--- src/rtl/mlp_pkg.sv ---
// Package: types, constants and sigmoid table of the perceptron inference unit.
package mlp_pkg;

  localparam int MaxInputs = 4;
  localparam int MaxHidden = 4;
  localparam int NumW      = MaxInputs * MaxHidden;
  localparam int IdxHb     = NumW;
  localparam int IdxOw     = NumW + MaxHidden;
  localparam int IdxOb     = NumW + 2 * MaxHidden;
  localparam int AccW      = 44;
  localparam int HidW      = $clog2(MaxHidden);
  localparam int CntW      = $clog2(MaxInputs + 1);
  localparam int ParW      = $clog2(NumW);

  localparam logic OpWrite  = 1'b0;
  localparam logic OpSample = 1'b1;

  typedef struct packed {
    logic        opcode;
    logic [4:0]  param_index;
    logic signed [15:0] param_value;
    logic signed [23:0] sample_value;
    logic        last_sample;
  } in_word_t;

  typedef struct packed {
    logic [15:0] prediction;
    logic        too_many_inputs;
  } out_word_t;

  function automatic logic [15:0] sig_tab(input logic [5:0] i);
    logic [15:0] v;
    case (i)
      6'd0: v = 16'd22;     6'd1: v = 16'd36;     6'd2: v = 16'd60;
      6'd3: v = 16'd98;     6'd4: v = 16'd162;    6'd5: v = 16'd267;
      6'd6: v = 16'd439;    6'd7: v = 16'd720;    6'd8: v = 16'd1179;
      6'd9: v = 16'd1921;   6'd10: v = 16'd3108;  6'd11: v = 16'd4971;
      6'd12: v = 16'd7812;  6'd13: v = 16'd11955; 6'd14: v = 16'd17625;
      6'd15: v = 16'd24743; 6'd16: v = 16'd32768; 6'd17: v = 16'd40793;
      6'd18: v = 16'd47911; 6'd19: v = 16'd53581; 6'd20: v = 16'd57724;
      6'd21: v = 16'd60565; 6'd22: v = 16'd62428; 6'd23: v = 16'd63615;
      6'd24: v = 16'd64357; 6'd25: v = 16'd64816; 6'd26: v = 16'd65097;
      6'd27: v = 16'd65269; 6'd28: v = 16'd65374; 6'd29: v = 16'd65438;
      6'd30: v = 16'd65476; 6'd31: v = 16'd65500;
      default: v = 16'd65514;
    endcase
    return v;
  endfunction

endpackage

--- src/rtl/mlp_if.sv ---
// Interfaces: valid/ready channels for input and result words.
interface mlp_in_if;
  logic valid;
  logic ready;
  mlp_pkg::in_word_t data;
  modport source (output valid, output data, input ready);
  modport sink   (input valid, input data, output ready);
endinterface

interface mlp_out_if;
  logic valid;
  logic ready;
  mlp_pkg::out_word_t data;
  modport source (output valid, output data, input ready);
  modport sink   (input valid, input data, output ready);
endinterface

--- src/rtl/mlp_one_hidden_layer_inference_unit.sv ---
// Top level: one-hidden-layer perceptron forward pass with sigmoid output.
//
//  channel   dir  handshake          contents
//  in_if     in   valid/ready        opcode, param_index, param_value, sample_value, last_sample
//  out_if    out  valid/ready        prediction, too_many_inputs
//  cfg       in   cfg_we_i           hidden_in_use (3 bits)
//
// A parameter write is taken in the idle state, as is a sample past the input limit
// that is not a last sample. A sample walks the hidden accumulators, which live in one
// memory whose single read/write port takes all MaxHidden neurons in turn through SMacRd,
// SMacMul, SHAdd and SMacWr. A last sample then runs the states from SHRd to SOIx for each
// hidden neuron in use, and SOSat, SORd, SHMul, SHAcc and SOOut for the output sigmoid.
// Reset clears control state and the accumulators (valid bits); parameter
// memories are left undefined. A stalled result holds in the output register
// while the next word may already be accepted, unless that word is a last
// sample, which waits until the result has been taken.
module mlp_one_hidden_layer_inference_unit (
  input  logic       clk_i,
  input  logic       rst_ni,
  input  logic       cfg_we_i,
  input  logic [2:0] cfg_wdata_i,
  mlp_in_if.sink     in_if,
  mlp_out_if.source  out_if
);
  import mlp_pkg::*;

  localparam logic [3:0] SIdle = 4'd0, SMacRd = 4'd1, SMacMul = 4'd2, SMacWr = 4'd3,
                         SHRd = 4'd4, SHAdd = 4'd5, SHSat = 4'd6, SHIx = 4'd7,
                         SHMul = 4'd8, SHAcc = 4'd9, SOSat = 4'd10, SOIx = 4'd11,
                         SOMul = 4'd12, SOOut = 4'd13, SORd = 4'd14;

  // Parameter memories (one synchronous read port each).
  logic signed [15:0] wmem [NumW];
  logic signed [15:0] hbmem [MaxHidden];
  logic signed [15:0] owmem [MaxHidden];
  logic signed [15:0] ob_q;
  logic signed [AccW-1:0] accmem [MaxHidden];
  logic [MaxHidden-1:0] accv_q;

  logic [3:0] st_q;
  logic [2:0] hiu_q;
  logic [HidW-1:0] h_q;
  logic [CntW-1:0] cnt_q;
  logic ovf_q, last_q;
  logic signed [23:0] sv_q;
  logic signed [15:0] w_rd_q, hb_rd_q, ow_rd_q;
  logic signed [AccW-1:0] acc_rd_q;
  logic signed [AccW-1:0] acc_raw;
  logic signed [39:0] prod_q;
  logic signed [AccW+1:0] sum_q;
  logic signed [AccW+1:0] x_q;
  logic [32:0] u_q;
  logic signed [47:0] osum_q;
  logic signed [33:0] oprod_q;
  logic [16:0] a_q;
  logic [15:0] t0_q;
  logic [16:0] dt_q;
  logic [27:0] fr_q;
  logic [44:0] ip_q;
  logic [5:0] ix_q;
  logic osel_q;
  logic out_v_q;
  out_word_t out_q;
  logic [2:0] nh;
  logic [HidW-1:0] hlast;

  always_comb begin
    if (hiu_q == 3'd0) nh = 3'd1;
    else if (32'(hiu_q) > MaxHidden) nh = 3'(MaxHidden);
    else nh = hiu_q;
    hlast = HidW'(nh - 3'd1);
  end

  assign acc_raw = accv_q[h_q] ? acc_rd_q : '0;
  assign in_if.ready = (st_q == SIdle) && !(out_v_q && in_if.data.opcode == OpSample
                        && in_if.data.last_sample && !out_if.ready);
  assign out_if.valid = out_v_q;
  assign out_if.data  = out_q;

  wire acc_in = in_if.valid && in_if.ready;

  // Memory ports.
  always_ff @(posedge clk_i) begin
    if (acc_in && in_if.data.opcode == OpWrite) begin
      if (32'(in_if.data.param_index) < IdxHb)
        wmem[in_if.data.param_index[ParW-1:0]] <= in_if.data.param_value;
      else if (32'(in_if.data.param_index) < IdxOw)
        hbmem[HidW'(in_if.data.param_index - 5'(IdxHb))] <= in_if.data.param_value;
      else if (32'(in_if.data.param_index) < IdxOb)
        owmem[HidW'(in_if.data.param_index - 5'(IdxOw))] <= in_if.data.param_value;
      else if (32'(in_if.data.param_index) == IdxOb)
        ob_q <= in_if.data.param_value;
    end
    w_rd_q   <= wmem[ParW'(32'(cnt_q) * MaxHidden + 32'(h_q))];
    hb_rd_q  <= hbmem[h_q];
    ow_rd_q  <= owmem[h_q];
    acc_rd_q <= accmem[h_q];
    if (st_q == SMacWr) begin
      if (sum_q > $signed((AccW+2)'({1'b0, {(AccW-1){1'b1}}})))
        accmem[h_q] <= {1'b0, {(AccW-1){1'b1}}};
      else if (sum_q < -$signed((AccW+2)'({1'b0, {(AccW-1){1'b1}}})) - 1)
        accmem[h_q] <= {1'b1, {(AccW-1){1'b0}}};
      else accmem[h_q] <= sum_q[AccW-1:0];
    end
  end

  // Sequencer and datapath.
  always_ff @(posedge clk_i or negedge rst_ni) begin
    if (!rst_ni) begin
      st_q <= SIdle; hiu_q <= 3'd3; h_q <= '0; cnt_q <= '0; ovf_q <= 1'b0;
      last_q <= 1'b0; accv_q <= '0; out_v_q <= 1'b0;
    end else begin
      if (cfg_we_i) hiu_q <= cfg_wdata_i;
      if (out_v_q && out_if.ready && st_q != SOOut) out_v_q <= 1'b0;
      case (st_q)
        SIdle: begin
          if (acc_in && in_if.data.opcode == OpSample) begin
            sv_q <= in_if.data.sample_value;
            last_q <= in_if.data.last_sample;
            h_q <= '0;
            if (32'(cnt_q) < MaxInputs) st_q <= SMacRd;
            else begin
              ovf_q <= 1'b1;
              st_q <= in_if.data.last_sample ? SHRd : SIdle;
              osum_q <= '0;
            end
          end
        end
        SMacRd:  st_q <= SMacMul;
        SMacMul: begin
          prod_q <= sv_q * w_rd_q;
          st_q <= SHAdd;
          osel_q <= 1'b0;
        end
        SHAdd: begin
          sum_q <= (AccW+2)'(acc_raw) + (AccW+2)'(prod_q);
          st_q <= SMacWr;
        end
        SMacWr: begin
          accv_q[h_q] <= 1'b1;
          if (32'(h_q) == MaxHidden - 1) begin
            h_q <= '0;
            cnt_q <= cnt_q + 1'b1;
            st_q <= last_q ? SHRd : SIdle;
            osum_q <= '0;
          end else begin
            h_q <= h_q + 1'b1;
            st_q <= SMacRd;
          end
        end
        SHRd: st_q <= SHSat;
        SHSat: begin
          // Hidden argument, Q.20, saturated to +-8.
          x_q <= (AccW+2)'(acc_raw) + ((AccW+2)'(hb_rd_q) <<< 8);
          st_q <= SHIx;
        end
        SHIx: begin
          if (x_q > (AccW+2)'(8 <<< 20)) u_q <= 33'(16 << 20);
          else if (x_q < -(AccW+2)'(8 <<< 20)) u_q <= '0;
          else u_q <= 33'(x_q + (AccW+2)'(8 <<< 20));
          osel_q <= 1'b0;
          st_q <= SORd;
        end
        SORd: begin
          // Table lookup: shared by hidden (fb 20) and output (fb 28).
          ix_q <= osel_q ? 6'(u_q >> 27) : 6'(u_q >> 19);
          fr_q <= osel_q ? u_q[26:0] : 28'(u_q[18:0]);
          t0_q <= osel_q ? sig_tab(6'(u_q >> 27)) : sig_tab(6'(u_q >> 19));
          dt_q <= osel_q ? 17'(sig_tab(6'(u_q >> 27) + 6'd1)) - 17'(sig_tab(6'(u_q >> 27)))
                         : 17'(sig_tab(6'(u_q >> 19) + 6'd1)) - 17'(sig_tab(6'(u_q >> 19)));
          st_q <= SHMul;
        end
        SHMul: begin
          ip_q <= 45'(dt_q) * 45'(fr_q);
          st_q <= SHAcc;
        end
        SHAcc: begin
          if (ix_q >= 6'd32) a_q <= 17'(sig_tab(6'd32));
          else a_q <= 17'(t0_q) + (osel_q ? 17'(ip_q >> 27) : 17'(ip_q >> 19));
          st_q <= osel_q ? SOOut : SOMul;
        end
        SOMul: begin
          oprod_q <= $signed({1'b0, a_q[15:0]}) * ow_rd_q;
          st_q <= SOIx;
        end
        SOIx: begin
          osum_q <= osum_q + 48'(oprod_q);
          accv_q[h_q] <= 1'b0;
          if (h_q == hlast) st_q <= SOSat;
          else begin
            h_q <= h_q + 1'b1;
            st_q <= SHRd;
          end
        end
        SOSat: begin
          // Output argument, Q.28.
          if (osum_q + (48'(ob_q) <<< 16) > 48'(64'sd8 <<< 28)) u_q <= 33'(64'sd16 <<< 28);
          else if (osum_q + (48'(ob_q) <<< 16) < -48'(64'sd8 <<< 28)) u_q <= '0;
          else u_q <= 33'(osum_q + (48'(ob_q) <<< 16) + 48'(64'sd8 <<< 28));
          osel_q <= 1'b1;
          st_q <= SORd;
        end
        SOOut: begin
          out_v_q <= 1'b1;
          out_q.prediction <= a_q[15:0];
          out_q.too_many_inputs <= ovf_q;
          accv_q <= '0; cnt_q <= '0; ovf_q <= 1'b0; h_q <= '0;
          st_q <= SIdle;
        end
        default: st_q <= SIdle;
      endcase
    end
  end

  // The result register is never overwritten while still waiting.
  assert property (@(posedge clk_i) disable iff (!rst_ni)
    (st_q == SOOut) |-> (!out_v_q || out_if.ready)) else $error("result overrun");
  // The sample count never exceeds the input limit.
  assert property (@(posedge clk_i) disable iff (!rst_ni)
    32'(cnt_q) <= MaxInputs) else $error("sample count overflow");
  // Words are only taken while the sequencer is idle.
  assert property (@(posedge clk_i) disable iff (!rst_ni)
    in_if.ready |-> st_q == SIdle) else $error("accept while busy");
endmodule

--- src/flat_wrapper.sv ---
// flat-port wrapper written by rule: the top's interface ports become plain ports
module mlp_one_hidden_layer_inference_unit_flat import mlp_pkg::*;
  (clk_i, rst_ni, cfg_we_i, cfg_wdata_i, in_if_valid, in_if_data, in_if_ready, out_if_valid, out_if_data, out_if_ready);
  mlp_in_if in_if_i ();
  mlp_out_if out_if_i ();
  input  logic clk_i;
  input  logic rst_ni;
  input  logic cfg_we_i;
  input  logic [2:0] cfg_wdata_i;
  input wire logic [$bits(in_if_i.valid)-1:0] in_if_valid;
  input wire logic [$bits(in_if_i.data)-1:0] in_if_data;
  output wire logic [$bits(in_if_i.ready)-1:0] in_if_ready;
  output wire logic [$bits(out_if_i.valid)-1:0] out_if_valid;
  output wire logic [$bits(out_if_i.data)-1:0] out_if_data;
  input wire logic [$bits(out_if_i.ready)-1:0] out_if_ready;
  assign in_if_i.valid = in_if_valid;
  assign in_if_i.data = in_if_data;
  assign in_if_ready = in_if_i.ready;
  assign out_if_valid = out_if_i.valid;
  assign out_if_data = out_if_i.data;
  assign out_if_i.ready = out_if_ready;
  mlp_one_hidden_layer_inference_unit u_core (.clk_i(clk_i), .rst_ni(rst_ni), .cfg_we_i(cfg_we_i), .cfg_wdata_i(cfg_wdata_i), .in_if(in_if_i), .out_if(out_if_i));
endmodule
--- config.mk ---
export PLATFORM = sky130hd
export DESIGN_NAME = mlp_one_hidden_layer_inference_unit_flat
export DESIGN_NICKNAME = d
export VERILOG_FILES = /design/src/rtl/mlp_pkg.sv /design/src/rtl/mlp_if.sv /design/src/rtl/mlp_one_hidden_layer_inference_unit.sv /design/src/flat_wrapper.sv
export SDC_FILE = /design/constraint.sdc
export NUM_CORES = 2
export LEC_CHECK = 0
export ABC_CLOCK_PERIOD_IN_PS = 9850
export BUFFER_PORTS_ARGS = -buffer_cell sky130_fd_sc_hd__buf_2
export CAP_MARGIN = 20
export CORE_AREA = 2 2 415 417
export DETAILED_ROUTE_END_ITERATION = 16
export DIE_AREA = 0 0 417 419
export PLACE_DENSITY_LB_ADDON = 0.25
export SLEW_MARGIN = 20
export SYNTH_ARGS = -nofsm -noshare
export SYNTH_HDL_FRONTEND = slang
export SYNTH_SLANG_ARGS = --single-unit
--- constraint.sdc ---
create_clock -name clk_i -period 9.85 [get_ports clk_i]
set_input_delay 0.4925 -clock clk_i [delete_from_list [all_inputs] [get_ports clk_i]]
set_output_delay 0.4925 -clock clk_i [all_outputs]
set_load 0.03 [all_outputs]
[Yosys cells after proc, flatten, opt, wreduce, memory -nomap -nowiden]
Memory sizes are Yosys's and may differ from the RTL's. A register that Yosys moved wholly into a read port is not among the register bits.
Index checks and enable logic that the tools add are counted.
Word-level totals
  register bits: 448
  latch bits: 0
  RAM bits: 560
  bits in read-only memories: 3072
  logic and storage cells: 222
  memories kept: 10
Cells by class
  $add $sub $neg: 17
  multipliers: 3
  div/mod/pow operators: 0
  magnitude comparators: 14
  equality and inequality tests: 22
  shifts and indexed selects: 0
  muxes and demuxes: 80
  bitwise operators: 9
  reductions and logical operators: 41
Memories
  (name not given): depth 32, width 16, rd ports 1, clocked after memory_dff 1, wr ports 0, line mlp_pkg.sv:33  | case (i)
  (name not given): depth 32, width 16, rd ports 1, clocked after memory_dff 1, wr ports 0, line mlp_pkg.sv:33
  (name not given): depth 32, width 16, rd ports 1, clocked after memory_dff 0, wr ports 0, line mlp_pkg.sv:33
  (name not given): depth 32, width 16, rd ports 1, clocked after memory_dff 1, wr ports 0, line mlp_pkg.sv:33
  (name not given): depth 32, width 16, rd ports 1, clocked after memory_dff 0, wr ports 0, line mlp_pkg.sv:33
  (name not given): depth 32, width 16, rd ports 1, clocked after memory_dff 1, wr ports 0, line mlp_pkg.sv:33
  +4 memories
Operators with widths (number)
  $mux 16: 12
  $mux 48: 3
  $pmux 48 s3: 1
  $mux 33: 4
  $mux 44: 3
  $pmux 33 s2: 1
  $pmux 4 s13: 1
  $add 48x32->48: 1
  $add 48x33->48: 1
  $gt 48x33->1 const B: 1
  $lt 48x32->1 const B: 1
  $gt 46x44->1 const B: 1
  $lt 46x44->1 const B: 1
  $add 44x24->45: 1
  $add 44x40->45: 1
  $gt 45x25->1 const B: 1
  $lt 45x24->1 const B: 1
  $mul 17x28->43: 1
  $mul 24x16->40: 1
  $sub 16x16->17: 2
  $add 33x25->33 const B: 1
  $add 33x33->33 const B: 1
  $mul 17x16->33: 1
  $mux 1: 30
  49 further kinds: 114

[Longest topological paths before layout]
  depth after elaboration: 9
  mapped depth: 29
  depth with buffers taken out: 28

[Worst setup path before layout]
Ideal clock, no wire load.
  path type: register -> register
  start: register u_core.sv_q[7]
  end: register u_core.prod_q[39], data pin
  setup time: 0.259 ns
  arrival time: 6.921 ns
  path slack: 2.669 ns
  stages on the path, launching flop included: 27
  path buffers: 1
  cell sequence: edfxtp_1 > clkbuf_1 > nand2_1 > fa_1 > inv_1 > fa_1 > fa_1 > fa_1 > fa_1 > inv_1 > fa_1 > inv_1 > ha_1 > a21o_1 > a21o_1 > a21o_1 > a21oi_1 > nand2_1 > o21a_1 > a211o_1 > a31oi_1 > o21ai_0 > o21a_1 > or3_1 > a31oi_1 > a21oi_1 > xnor2_1
Between the ends
  longest elaborated chain between the ends: 1
RTL lines
  start: declaration: line mlp_one_hidden_layer_inference_unit.sv:45  | logic signed [23:0] sv_q;
  start signal: assignment: line mlp_one_hidden_layer_inference_unit.sv:118  | sv_q <= in_if.data.sample_value;
  $mul 24x16->40: line mlp_one_hidden_layer_inference_unit.sv:131  | prod_q <= sv_q * w_rd_q;
  end signal: assignment: line mlp_one_hidden_layer_inference_unit.sv:131
  end: declaration: line mlp_one_hidden_layer_inference_unit.sv:49  | logic signed [39:0] prod_q;
No other way between the ends.
A chain may end at the register's enable or synchronous reset.

[Worst setup path in the final report]
  start: register u_core.dt_q[8]
  end: register u_core.ip_q[35], data pin
Between the ends
  longest elaborated chain between the ends: 1
RTL lines
  start: declaration: line mlp_one_hidden_layer_inference_unit.sv:57  | logic [16:0] dt_q;
  start signal: assignment: line mlp_one_hidden_layer_inference_unit.sv:169  | dt_q <= osel_q ? 17'(sig_tab(6'(u_q >> 27) + 6'd1)) - 17'(sig_tab(6'(u_q >> 27)))
  $mul 17x28->43: line mlp_one_hidden_layer_inference_unit.sv:174  | ip_q <= 45'(dt_q) * 45'(fr_q);
  end signal: assignment: line mlp_one_hidden_layer_inference_unit.sv:174
  end: declaration: line mlp_one_hidden_layer_inference_unit.sv:59  | logic [44:0] ip_q;
No other way between the ends.

==> flow_summary.yaml <==
run_status:
  status: "completed"
synthesis:
  yosysSeqAreaShare: 0.362
  synth_largest_area_cell: "sky130_fd_sc_hd__edfxtp_1"
  post-synth-top-area-fraction: 0.328
  most_numerous_cell_in_the_yosys_netlist: "sky130_fd_sc_hd__inv_1"
  synthArstFlopShare: 0.0172
  synth_common_cells: "1,264 x sky130_fd_sc_hd__inv_1, 963 x sky130_fd_sc_hd__edfxtp_1, 949 x sky130_fd_sc_hd__nand2_1"
  yosysWarnings: 0
  count_of_flip_flops_with_a_built_in_enable_after_synthesis: 963
  dominantRegCellSynth: "sky130_fd_sc_hd__edfxtp_1"
  syn-cell-area_sq_um: 88100
  post_synth_inst_count: 7968
  post_synth.cell_area_avg_sq_um: 11.1
  synth.area.top_cells: "sky130_fd_sc_hd__edfxtp_1 33%, sky130_fd_sc_hd__fa_1 22%, sky130_fd_sc_hd__ha_1 8.2%"
  syn-num-nets: 9546
  synth_seq_cells: 1106
  yosys.cell_types.count: 96
grt:
  grt_antenna_before_repair: 6
  grt_overflow: 0
  grt_max_degree: 121
  grt_pass1_wl_mm: 343
  grt-busiest-layer: "met2"
  gr-usage-met1: 0.345
  met3_usage: 0.0283
  first_global_vias: 60500
  grt_util_all_layers: 0.252
  grtUsageMet2: 0.423
floorplanning:
  initial_core_util: 0.516
  std_cell_rows: 152
  dieWidth_um: 417
  design.die.area_sq_um: 175000
  pin_count: 74
  die_h_um: 419
  fp.coreArea_sq_um: 171000
sta:
  transition_time_at_the_pin_with_the_least_slew_margin_ns: 1.10
  timing.clock.skew_ns: 0.0936
  fmax_ghz: 0.125
  post-route-min-period_ns: 8.01
  hold-worst-slack_ns: 0.221
  final-max-slew-violation-count: 0
  worst_slew_margin_rel: 0.266
  final_hold_viol_count: 0
  rsz0062_at_grt: "no"
  setup_total_negative_slack_ns: 0
  final_min_period_over_clock_period: 0.813
  timing.final.setup_violations: 0
setup_path:
  timing.critical_path.from_type: "flop"
  critical_path.endpoint_type: "flop"
  cp_max_fo: 27
  critPathArrivalTime_ns: 8.47
  worst-endpoint-required_ns: 10.31
  worstSetupPathType: "flop to flop"
cells_and_area:
  fraction_of_layout_cells_with_a_size_suffix_above_1: 0.0745
  post-route-cell-area_sq_um: 95100
  layout.filler_cells: 14300
  final_cells: 10300
  number_of_nets_in_the_layout: 9534
  syn_to_final_growth_pct: 8.04
clock_network:
  htree_levels: 3
  clk_latency_ns: 0.78
  total_cts_buffers: 115
  clockRootBuffer: "sky130_fd_sc_hd__clkbuf_16"
  clk_pin_slew_worst_paths_ns: 0.06
  tritoncts: "yes"
  cts_max_path_buffers: 3
  numClockSinks: 1106
routing:
  drt_first_pass_iters: 8
  routed_via_density: 5.66
  drtIter0Drc: 4434
  drcViolationCount: 0
  post_drt_wl_per_cell_um: 21.0
  route.antenna.remaining_nets: 0
  route.vias.total: 58200
  finalWirelength_mm: 216
run:
  cap_violations: 0
placement:
  hpwlAfterDp_mm: 159
  placedCellCount: 10000
  io_buffers: 73
  final_gp_congestion: 0.908
  postPlaceCellArea_sq_um: 90800
worst_hold_path:
  hold_path.class: "primary input to flop"
-- worst max-delay path: stages (launching register included) --
cell and delay [ns]:
sky130_fd_sc_hd__edfxtp_1 1.03, sky130_fd_sc_hd__nand2_1 0.20, sky130_fd_sc_hd__fa_1 0.58, sky130_fd_sc_hd__inv_1 0.05
sky130_fd_sc_hd__fa_1 0.50, sky130_fd_sc_hd__inv_1 0.06, sky130_fd_sc_hd__fa_1 0.53, sky130_fd_sc_hd__inv_1 0.05
sky130_fd_sc_hd__fa_1 0.46, sky130_fd_sc_hd__fa_1 0.49, sky130_fd_sc_hd__inv_1 0.04, sky130_fd_sc_hd__fa_1 0.47
sky130_fd_sc_hd__inv_1 0.04, sky130_fd_sc_hd__ha_1 0.28, sky130_fd_sc_hd__and3_1 0.14, sky130_fd_sc_hd__nand3_1 0.11
sky130_fd_sc_hd__nor3_1 0.24, sky130_fd_sc_hd__a2bb2oi_1 0.18, sky130_fd_sc_hd__a21oi_1 0.36, sky130_fd_sc_hd__o2111ai_1 0.21
sky130_fd_sc_hd__a21oi_1 0.33, sky130_fd_sc_hd__o31ai_1 0.14, sky130_fd_sc_hd__a21boi_0 0.33, sky130_fd_sc_hd__o21ai_0 0.17
sky130_fd_sc_hd__a21boi_0 0.37, sky130_fd_sc_hd__o21a_1 0.18, sky130_fd_sc_hd__nor2_1 0.05, sky130_fd_sc_hd__xnor2_1 0.13
-- repair_timing --
item	CTS	global route
hold buffers	33	0
buffers inserted	0	0
hold endpoints to repair	48	0
gates resized for setup	0	0
-- sequential cells by signal, indices dropped and copies added, names as in the netlist, 17 cells and up, named ones only --
| register | cells |
|---|---|
| u_core.oprod_q | 33 |
| u_core.u_q | 33 |
| u_core.osum_q | 48 |
| u_core.accmem | 176 |
| u_core.sum_q | 45 |
| u_core.prod_q | 40 |
| u_core.sv_q | 24 |
| u_core.x_q | 45 |
| u_core.dt_q | 17 |
| u_core.ip_q | 24 |
| u_core.fr_q | 27 |
| u_core.owmem | 64 |
| u_core.wmem | 256 |
| u_core.hbmem | 64 |
| u_core.out_if.data | 17 |
| u_core.acc_rd_q | 44 |
-- layout make-up --
class,instances,area [sq um],area share
Multi-Input combinational cell,5273,50300,0.529
Sequential cell,1106,31900,0.335
Inverter,1266,4750,0.0500
Clock buffer,156,3160,0.0332
Tap cell,2233,2790,0.0294
Timing Repair Buffer,194,1460,0.0153
Clock inverter,62,762,0.00801
Antenna cell,2,5.00,0.0000526
-- logic make-up after synthesis --
logic type / share of synthesized area
fa+ha+maj: 0.297
flops: 0.362
xor+xnor: 0.0261
simple gates: 0.124
compound gates: 0.0754
mux: 0.0474
buf+inv: 0.0681
-- cells in the final DEF, fill, tap and decap left out, types with 180 or more instances in the layout --
master / count
sky130_fd_sc_hd__a21oi_1: 277
sky130_fd_sc_hd__and2_1: 488
sky130_fd_sc_hd__edfxtp_1: 963
sky130_fd_sc_hd__fa_1: 946
sky130_fd_sc_hd__ha_1: 577
sky130_fd_sc_hd__inv_1: 1263
sky130_fd_sc_hd__nand2_1: 949
sky130_fd_sc_hd__nor2_1: 308
sky130_fd_sc_hd__o21ai_0: 180
sky130_fd_sc_hd__xnor2_1: 186
-- path summary, 6_finish.rpt --
| kind | from | end | slack (ns) | depth (start not counted) |
|---|---|---|---|---|
| worst min-delay path | in_if_data[26] | u_core.wmem[11][1]$_DFFE_PP_ | 0.22 | 1 |
| worst min register to register | u_core.u_q[4]$_DFFE_PP_ | u_core.fr_q[4]$_DFFE_PP_ | 0.42 | 0 |
| max in group asynchronous | rst_ni | u_core.st_q[3]$_DFFE_PN0N_ | 9.30 | 3 |
| worst max register to register | u_core.dt_q[8]$_DFFE_PP_ | u_core.ip_q[35]$_DFFE_PP_ | 1.84 | 27 |
| min in group asynchronous | rst_ni | u_core.hiu_q[2]$_DFFE_PN0P_ | 0.23 | 3 |
| worst max-delay path | u_core.dt_q[8]$_DFFE_PP_ | u_core.ip_q[35]$_DFFE_PP_ | 1.84 | 27 |
-- metal layers --
layer,part of all wire,vias to the layer above
met5,0,-
met4,0.033,0
met3,0.054,350
met2,0.48,1759
met1,0.43,29600
li1,-,26500
-- per-stage QoR --
| stage | util | setup slack (ns) |
|---|---|---|
| 2_1_floorplan | - | 2.67 |
| 3_3_place_gp | 0.532 | 1.95 |
| 3_5_place_dp | 0.532 | 1.88 |
| 4_1_cts | 0.557 | 1.89 |
| 5_1_grt | 0.558 | 1.29 |
| 6_report | 0.558 | 1.84 |
Power is left out: the tool's default activity adds up to more than one toggle a clock period on the data nets, which glitch-free logic cannot reach.
